**src/rtl/core/intel_hex_record_parser_defines.svh**
```systemverilog
// ----------------------------------------------------------------------------
// Intel HEX record parser assertion macros
// Shared property wrappers, clocked on clk and disabled during reset.
// ----------------------------------------------------------------------------
`ifndef INTEL_HEX_RECORD_PARSER_DEFINES_SVH
`define INTEL_HEX_RECORD_PARSER_DEFINES_SVH

// condition must hold at every clock edge out of reset
`define IHEX_ASSERT_ALWAYS(label, cond, msg) \
	label: assert property (@(posedge clk) disable iff (!arst_n) (cond)) \
		else $error(msg);

// antecedent implies consequent at the next clock edge
`define IHEX_ASSERT_NEXT(label, ante, cons, msg) \
	label: assert property (@(posedge clk) disable iff (!arst_n) (ante) |=> (cons)) \
		else $error(msg);

`endif

```
**src/rtl/core/ihex_pkg.sv**
```systemverilog
`timescale 1ns / 1ps
// ----------------------------------------------------------------------------
// Intel HEX record parser package
// Parse phases, character constants and the hex digit decoder.
// ----------------------------------------------------------------------------
package ihex_pkg;

	typedef enum logic [2:0] {
		PH_HUNT = 3'd0,
		PH_LEN  = 3'd1,
		PH_ADDR = 3'd2,
		PH_TYPE = 3'd3,
		PH_DATA = 3'd4,
		PH_CSUM = 3'd5
	} phase_t;

	typedef enum logic {
		KIND_DATA = 1'b0,
		KIND_END  = 1'b1
	} result_kind_t;

	localparam logic [7:0] COLON_CHAR = 8'h3A;
	localparam logic [7:0] ASCII_ZERO = 8'h30;
	localparam logic [7:0] ASCII_NINE = 8'h39;
	localparam logic [7:0] UPPER_A    = 8'h41;
	localparam logic [7:0] UPPER_F    = 8'h46;
	localparam logic [7:0] LOWER_A    = 8'h61;
	localparam logic [7:0] LOWER_F    = 8'h66;

	localparam int ADDR_W = 17;

	typedef struct packed {
		logic       ok;
		logic [3:0] val;
	} hex_digit_t;

	function automatic hex_digit_t hex_decode(input logic [7:0] c);
		hex_digit_t d;
		logic [7:0] off;
		d.ok = 1'b1;
		off  = '0;
		case (c) inside
			[ASCII_ZERO:ASCII_NINE]: off = c - ASCII_ZERO;
			[UPPER_A:UPPER_F]:       off = c - UPPER_A + 8'd10;
			[LOWER_A:LOWER_F]:       off = c - LOWER_A + 8'd10;
			default:                 d.ok = 1'b0;
		endcase
		d.val = off[3:0];
		return d;
	endfunction

endpackage

```
**src/rtl/core/intel_hex_record_parser.sv**
```systemverilog
`timescale 1ns / 1ps
// ----------------------------------------------------------------------------
// Intel HEX record parser
// Decodes an Intel HEX character stream into data byte writes and record-end
// reports carrying the checksum verdict and the running address bounds.
// ----------------------------------------------------------------------------
// Usage:
//   Input channel: one text character per beat on character, taken at an edge
//   where in_valid is high and in_stall is low. Characters before a colon are
//   ignored; records of a type other than zero are dropped.
//   Output channel: at most one result per character. A data record gives one
//   write beat per data byte (result_kind 0, write_address, write_byte) and a
//   record-end beat after the checksum (result_kind 1, checksum_ok,
//   lowest_start, highest_end). Fields not used by a kind read as zero.
//   Order: a taken character waits in the input register, is parsed from it,
//   and its result is shown from the result register until it is taken.
//   Throughput: one character per cycle while out_stall holds no result, set by
//   the combinational state update between the input and result registers.
//   Stall: while out_stall holds a result, the input register waits and
//   in_stall rises only once it is full, so no beat is lost or repeated.
//   Reset: arst_n clears both registers and returns the parser to hunting for
//   a colon, with lowest_start tracking from one and highest_end from zero.
// ----------------------------------------------------------------------------
`include "intel_hex_record_parser_defines.svh"

module intel_hex_record_parser (
	input  logic                         clk,
	input  logic                         arst_n,
	input  logic                         in_valid,
	output logic                         in_stall,
	input  logic [7:0]                   character,
	output logic                         out_valid,
	input  logic                         out_stall,
	output logic                         result_kind,
	output logic [ihex_pkg::ADDR_W-1:0]  write_address,
	output logic [7:0]                   write_byte,
	output logic                         checksum_ok,
	output logic [15:0]                  lowest_start,
	output logic [ihex_pkg::ADDR_W-1:0]  highest_end
);
	import ihex_pkg::*;

	// input register
	logic              valid_s1;
	logic [7:0]        char_s1;

	// parser state
	phase_t            phase_q, phase_d;
	logic [1:0]        digits_q, digits_d;
	logic [15:0]       accum_q, accum_d;
	logic              ended_q, ended_d;
	logic [7:0]        left_q, left_d;
	logic [ADDR_W-1:0] cursor_q, cursor_d;
	logic [15:0]       base_q, base_d;
	logic [7:0]        sum_q, sum_d;
	logic              start_q, start_d;
	logic [ADDR_W-1:0] end_q, end_d;

	// result register
	logic              out_valid_q;
	result_kind_t      kind_q;
	logic [ADDR_W-1:0] addr_q;
	logic [7:0]        byte_q;
	logic              ok_q;
	logic              low_q;
	logic [ADDR_W-1:0] high_q;

	// combinational results
	logic              advance;
	logic              fire;
	hex_digit_t        hx;
	logic [2:0]        digits_inc;
	logic              done;
	logic [15:0]       accum_upd;
	logic              ended_upd;
	logic              res_valid;
	result_kind_t      res_kind;
	logic [ADDR_W-1:0] res_addr;
	logic [7:0]        res_byte;
	logic              res_ok;
	logic [7:0]        left_dec;

	assign advance  = !out_valid_q || !out_stall;
	assign fire     = valid_s1 && advance;
	assign in_stall = valid_s1 && !advance;

	assign hx         = hex_decode(char_s1);
	assign digits_inc = {1'b0, digits_q} + 3'd1;
	assign done       = (phase_q == PH_ADDR) ? (digits_inc == 3'd4) : (digits_inc >= 3'd2);
	// a non-hex character freezes the field value for the rest of its width
	assign accum_upd  = (!ended_q && hx.ok) ? {accum_q[11:0], hx.val} : accum_q;
	assign ended_upd  = ended_q || !hx.ok;
	assign left_dec   = left_q - 8'd1;

	always_comb begin
		phase_d   = phase_q;
		digits_d  = digits_q;
		accum_d   = accum_q;
		ended_d   = ended_q;
		left_d    = left_q;
		cursor_d  = cursor_q;
		base_d    = base_q;
		sum_d     = sum_q;
		start_d   = start_q;
		end_d     = end_q;
		res_valid = 1'b0;
		res_kind  = KIND_DATA;
		res_addr  = '0;
		res_byte  = '0;
		res_ok    = 1'b0;

		if (phase_q inside {PH_LEN, PH_ADDR, PH_TYPE, PH_DATA, PH_CSUM}) begin
			if (done) begin
				digits_d = '0;
				accum_d  = '0;
				ended_d  = 1'b0;
			end else begin
				digits_d = digits_inc[1:0];
				accum_d  = accum_upd;
				ended_d  = ended_upd;
			end
		end

		case (phase_q)
			PH_LEN: begin
				if (done) begin
					left_d  = accum_upd[7:0];
					sum_d   = accum_upd[7:0];
					phase_d = PH_ADDR;
				end
			end
			PH_ADDR: begin
				if (done) begin
					base_d   = accum_upd;
					cursor_d = {1'b0, accum_upd};
					sum_d    = sum_q + accum_upd[15:8] + accum_upd[7:0];
					phase_d  = PH_TYPE;
				end
			end
			PH_TYPE: begin
				if (done) begin
					sum_d = sum_q + accum_upd[7:0];
					if (accum_upd != '0) begin
						phase_d = PH_HUNT;
					end else if (left_q == '0) begin
						phase_d = PH_CSUM;
					end else begin
						phase_d = PH_DATA;
					end
				end
			end
			PH_DATA: begin
				if (done) begin
					res_valid = 1'b1;
					res_kind  = KIND_DATA;
					res_addr  = cursor_q;
					res_byte  = accum_upd[7:0];
					cursor_d  = cursor_q + ADDR_W'(1);
					sum_d     = sum_q + accum_upd[7:0];
					left_d    = left_dec;
					if (left_dec == '0) begin
						phase_d = PH_CSUM;
					end
				end
			end
			PH_CSUM: begin
				if (done) begin
					sum_d = sum_q + accum_upd[7:0];
					// lowest start begins at one, so only a zero base moves it
					if (base_q == '0) begin
						start_d = 1'b0;
					end
					if (end_q < cursor_q) begin
						end_d = cursor_q;
					end
					res_valid = 1'b1;
					res_kind  = KIND_END;
					res_ok    = (sum_d == '0);
					phase_d   = PH_HUNT;
				end
			end
			default: begin
				if (char_s1 == COLON_CHAR) begin
					digits_d = '0;
					accum_d  = '0;
					ended_d  = 1'b0;
					phase_d  = PH_LEN;
				end else begin
					phase_d = PH_HUNT;
				end
			end
		endcase
	end

	always_ff @(posedge clk or negedge arst_n) begin
		if (!arst_n) begin
			valid_s1 <= 1'b0;
		end else if (!in_stall) begin
			valid_s1 <= in_valid;
		end
	end

	always_ff @(posedge clk) begin
		if (!in_stall) begin
			char_s1 <= character;
		end
	end

	always_ff @(posedge clk or negedge arst_n) begin
		if (!arst_n) begin
			phase_q  <= PH_HUNT;
			digits_q <= '0;
			accum_q  <= '0;
			ended_q  <= 1'b0;
			left_q   <= '0;
			cursor_q <= '0;
			base_q   <= '0;
			sum_q    <= '0;
			start_q  <= 1'b1;
			end_q    <= '0;
		end else if (fire) begin
			phase_q  <= phase_d;
			digits_q <= digits_d;
			accum_q  <= accum_d;
			ended_q  <= ended_d;
			left_q   <= left_d;
			cursor_q <= cursor_d;
			base_q   <= base_d;
			sum_q    <= sum_d;
			start_q  <= start_d;
			end_q    <= end_d;
		end
	end

	always_ff @(posedge clk or negedge arst_n) begin
		if (!arst_n) begin
			out_valid_q <= 1'b0;
		end else if (advance) begin
			out_valid_q <= fire && res_valid;
		end
	end

	// hold the result beat while stalled
	always_ff @(posedge clk) begin
		if (fire && res_valid) begin
			kind_q <= res_kind;
			addr_q <= res_addr;
			byte_q <= res_byte;
			ok_q   <= res_ok;
			low_q  <= (res_kind == KIND_END) ? start_d : 1'b0;
			high_q <= (res_kind == KIND_END) ? end_d : '0;
		end
	end

	assign out_valid     = out_valid_q;
	assign result_kind   = kind_q;
	assign write_address = addr_q;
	assign write_byte    = byte_q;
	assign checksum_ok   = ok_q;
	assign lowest_start  = {15'd0, low_q};
	assign highest_end   = high_q;

	`IHEX_ASSERT_ALWAYS(a_data_has_bytes, (phase_q != PH_DATA) || (left_q != 8'd0), "data phase with no bytes left")
	`IHEX_ASSERT_NEXT(a_start_stays_low, !start_q, !start_q, "lowest start rose after dropping to zero")
	`IHEX_ASSERT_ALWAYS(a_stall_needs_beat, !in_stall || (valid_s1 && out_valid_q), "input stalled with no pending beat")
	`IHEX_ASSERT_ALWAYS(a_write_no_bounds, !out_valid_q || (kind_q == KIND_END) || ((high_q == '0) && !low_q && !ok_q), "write beat carries record-end fields")
	`IHEX_ASSERT_NEXT(a_end_to_hunt, fire && res_valid && (res_kind == KIND_END), phase_q == PH_HUNT, "parser not hunting after record end")

endmodule

```
**config.mk**
```make
export PLATFORM = sky130hd
export DESIGN_NAME = intel_hex_record_parser
export DESIGN_NICKNAME = d
export VERILOG_FILES = /design/src/rtl/core/ihex_pkg.sv /design/src/rtl/core/intel_hex_record_parser.sv
export VERILOG_INCLUDE_DIRS = /design/src /design/src/rtl/core
export SDC_FILE = /design/constraint.sdc
export NUM_CORES = 1
export LEC_CHECK = 0
export ABC_AREA = 1
export BUFFER_PORTS_ARGS = -buffer_cell sky130_fd_sc_hd__buf_2
export CORE_ASPECT_RATIO = 1.25
export CORE_UTILIZATION = 30
export CTS_CLUSTER_DIAMETER = 200
export DETAILED_ROUTE_END_ITERATION = 10
export PLACE_DENSITY = 0.57
export SKIP_CTS_REPAIR_TIMING = 1
export SKIP_LAST_GASP = 1
export SLEW_MARGIN = 15
export SYNTH_ARGS = -nofsm -noshare
export SYNTH_HDL_FRONTEND = slang
export SYNTH_SLANG_ARGS = --single-unit
```
**constraint.sdc**
```tcl
create_clock -name clk -period 8.8 [get_ports clk]
set_input_delay 0.88 -clock clk [delete_from_list [all_inputs] [get_ports clk]]
set_output_delay 0.88 -clock clk [all_outputs]
set_load 0.02 [all_outputs]
```
==> results.md <==
- Share of cells above drive strength 1: 12.1%
- Leak Pwr: 4.17 nW
- # DRC: 0
- Netlist cell types: 47
- Number of global-route vias before repair: 6271
- Synth top area cells: dfrtp_1, edfxtp_1, nand2_1
- Setup violators final: 0
- H-tree depth: 4
- WS Path Type: flip-flop to flip-flop
- Global-route usage over all layers: 15.1%
- I/O Buffers: 58
- Slew Limit Fails: 0
- Initial antenna violation count: 0
- Final ANT Viol Nets: 0
- TritonCTS clock tree: built
- Vias: approximately 6400
- CTS root buf: clkbuf_16
- Synth async-reset ratio: 63.2%
- DR vias/cell: 4.67
- GR Layer Usage met1: 17.7%
- Most common flop cell mapped by yosys: dfrtp_1
- CP Max Fanout: 22
- Met2 GRT Util: 26.7%
- Sw Pwr: ~0.0011 W
- Average wire per cell in the routed design: 14.3 um
- Sw frac: 40.3%
- Grt peak-use layer: met2
- Pwr Density: between 300 and 400 mW/mm2
- Fill count: 2707
- First-pass GRT wire length: 32100 um
- Number of synthesized flops with an enable pin: 53
- Max capacitance violation total: 0
- Worst path arrival time: 4720 ps
- Total power: about 0.0028 W
- Max VDD drop: 0.000165 V
- Dpl cell area: 0.00869 mm2
- Initial Util: a little under a third
- Critical Path End Type: flip-flop
- Cells on worst reg2reg path: 22
- Initial DRC Count: 348
- WL final: 19500 um
- Setup TNS: 0 ps
- Seq/Total Area, Yosys: 47.8%
- Cell taking the most area after synthesis: dfrtp_1
- Synth top area share: 27.8%
- DPL Wire Length: 14300 um
- Clock tree sinks: around 140
- N_diodes: 0
- Sequential power share: 32.9%
- Req. time, crit path: 9130 ps
- Syn Std Cell Area: approximately 0.0081 mm2
- Worst setup SP type: flip-flop
- Final min period: 4390 ps
- DR pass1 iterations: 5
- Die Ht: 186 um
- Slew of the pin with the lowest slew margin: 1060 ps
- Row count: 66
- CTS clk-pin slew, worst paths: 60 ps
- Core Region: 0.0263 mm2
- Clk_lat worst skew: 430 ps
- Die area: 0.0276 mm2
- Yosys reg bits: 144
- Hold Crit Class: input pin to asynchronous set/reset pin
- Endpoints failing hold: 0
- Cell count after synthesis: 953
- Fin nets: between 1000 and 1500
- Synth warn: 0
- Clock group share of total power: a little over a quarter
- Largest net degree at the start of global routing: 48
- Width of the die: 149 um
- Status: finished, final reports clean
- Remaining Overflow, GRT: 0
- Area grow syn2layout: 15.0%
- Logic pwr share: ~40%
- Final Instance Area: roughly 0.0093 mm2
- Placer Congestion: approximately 0.85
- Slew HR: between 20% and 30%
- # IOs: 74
- Syn Area/Cell: 8.49 um2
- RSZ-0062 raised after global routing: false
- Internal power: 0.00170 W
- Max Fclk: 0.228 GHz
- M3 GR Usage: 3.14%
- Share of the clock period used by the worst path: between 40% and 50%
- CTS buffer count: 17
- Clock skew: 12.1 ps
- Clock buffer depth: 2
==> synth_stat cells, types with 3 or more instances <==
master / instances
o21ai_1: 13
inv_1: 140
nand2_2: 6
clkbuf_1: 11
xor2_1: 18
edfxtp_1: 53
nand2_1: 221
nand4_1: 9
buf_2: 11
buf_4: 17
fa_1: 9
o21ai_0: 51
dfrtp_1: 90
o211ai_1: 7
a31oi_1: 8
nor2_1: 94
ha_1: 39
nand3_1: 56
inv_2: 5
a21oi_1: 28
xnor2_1: 3
nor3_1: 7
o221ai_1: 8
o22ai_1: 18
==> layout by cell type (no fill, tap or decap), types with 5 or more instances in the layout <==
cell	Yosys	routed
a31oi_1	8	8
buf_2	11	57
o221ai_1	8	8
o21ai_1	13	13
inv_1	140	140
nand4_1	9	9
nand2_2	6	6
buf_4	17	8
nor3_1	7	7
conb_1	1	15
fa_1	9	9
nand3_1	56	56
dfrtp_1	90	90
nand2_1	221	221
clkbuf_16	0	17
inv_2	5	5
edfxtp_1	53	53
o211ai_1	7	7
ha_1	39	39
o22ai_1	18	18
nor2_1	94	93
o21ai_0	51	51
xor2_1	18	18
a21oi_1	28	28
==> per-layer routing <==
layer / part of all wire (%) / vias up
met5: 0 / -
met4: 2.4 / 0
met3: 4.4 / 27
met2: 51 / 165
met1: 43 / 2970
li1: - / 3202
==> sequential cells by signal, indices dropped and copies added, names as in the netlist, 3 cells and up <==
register and flops:
cursor_q 17, end_q 17, highest_end 17, write_address 17, accum_q 16, base_q 16
char_s1 8, left_q 8, sum_q 8, write_byte 8, phase_q 3
==> cells by family after synthesis <==
logic type | Yosys count | synth area share [%]
AOI/OAI and AO/OA | 147 | 10.7
xor gates and xnor gates | 21 | 2.27
adders and majority gates | 48 | 8.25
buffers and inverters | 186 | 9.71
DFF | 144 | 47.8
other | 1 | 0.0463
and+or+nand+nor | 406 | 21.2
==> cell type report <==
class                   instances  area, um2  area share, %
flip-flops and latches        144       3870           41.6
multi-input cells             637       3500           37.6
clock inverters                12        154           1.65
well taps                     340        425           4.57
inverters                     146        551           5.91
clock buffers                  20        467           5.01
repair buffers                 65        345           3.71
==> power by group through the flow <==
stage	Clock, W	Sequential (W)	Combinational, W
after floorplan	0	0.000926	0.000878
after global placement	0	0.000943	0.00113
after detailed placement	0	0.000944	0.00114
after CTS	0.000774	0.000933	0.00115
after global routing	0.000807	0.000952	0.00132
final	0.000763	0.000934	0.00115
==> critical path, cell delays in order, from the launching register on <==
cell	delay (ps)
edfxtp_1	430
inv_1	110
ha_1	220
o21ai_0	180
nand2_1	110
nand2_2	130
nand2_2	170
nand2_2	350
inv_1	180
o21ai_1	420
inv_1	170
fa_1	520
inv_1	40
ha_1	340
a21oi_1	150
nand2_1	80
nand2_1	60
inv_1	40
o21ai_0	130
nand2_1	80
a21oi_1	110
o21ai_0	90
a41oi_1	170
==> per-stage QoR <==
stage                     instances  hold slack [ps]  util (%)  setup WS, ps
after global placement         1332              446      33.1          4690
after floorplan                 967              435         -          5090
after global routing           1364              492      35.5          4010
final                          1364              465      35.5          4410
after CTS                      1364              471      35.5          4450
after detailed placement       1332              461      33.1          4470
==> path summary, 6_finish.rpt <==
check	from	end	slack, ps
min in group clk	start_q	start_q	470
min	arst_n	end_q[12]	470
max	char_s1[0]	sum_q[6]	4410
max reg2reg	char_s1[0]	sum_q[6]	4410
min reg2reg	start_q	start_q	470
max in group asynchronous	arst_n	digits_q[0]	7260
(Power assumes the default switching activity.)
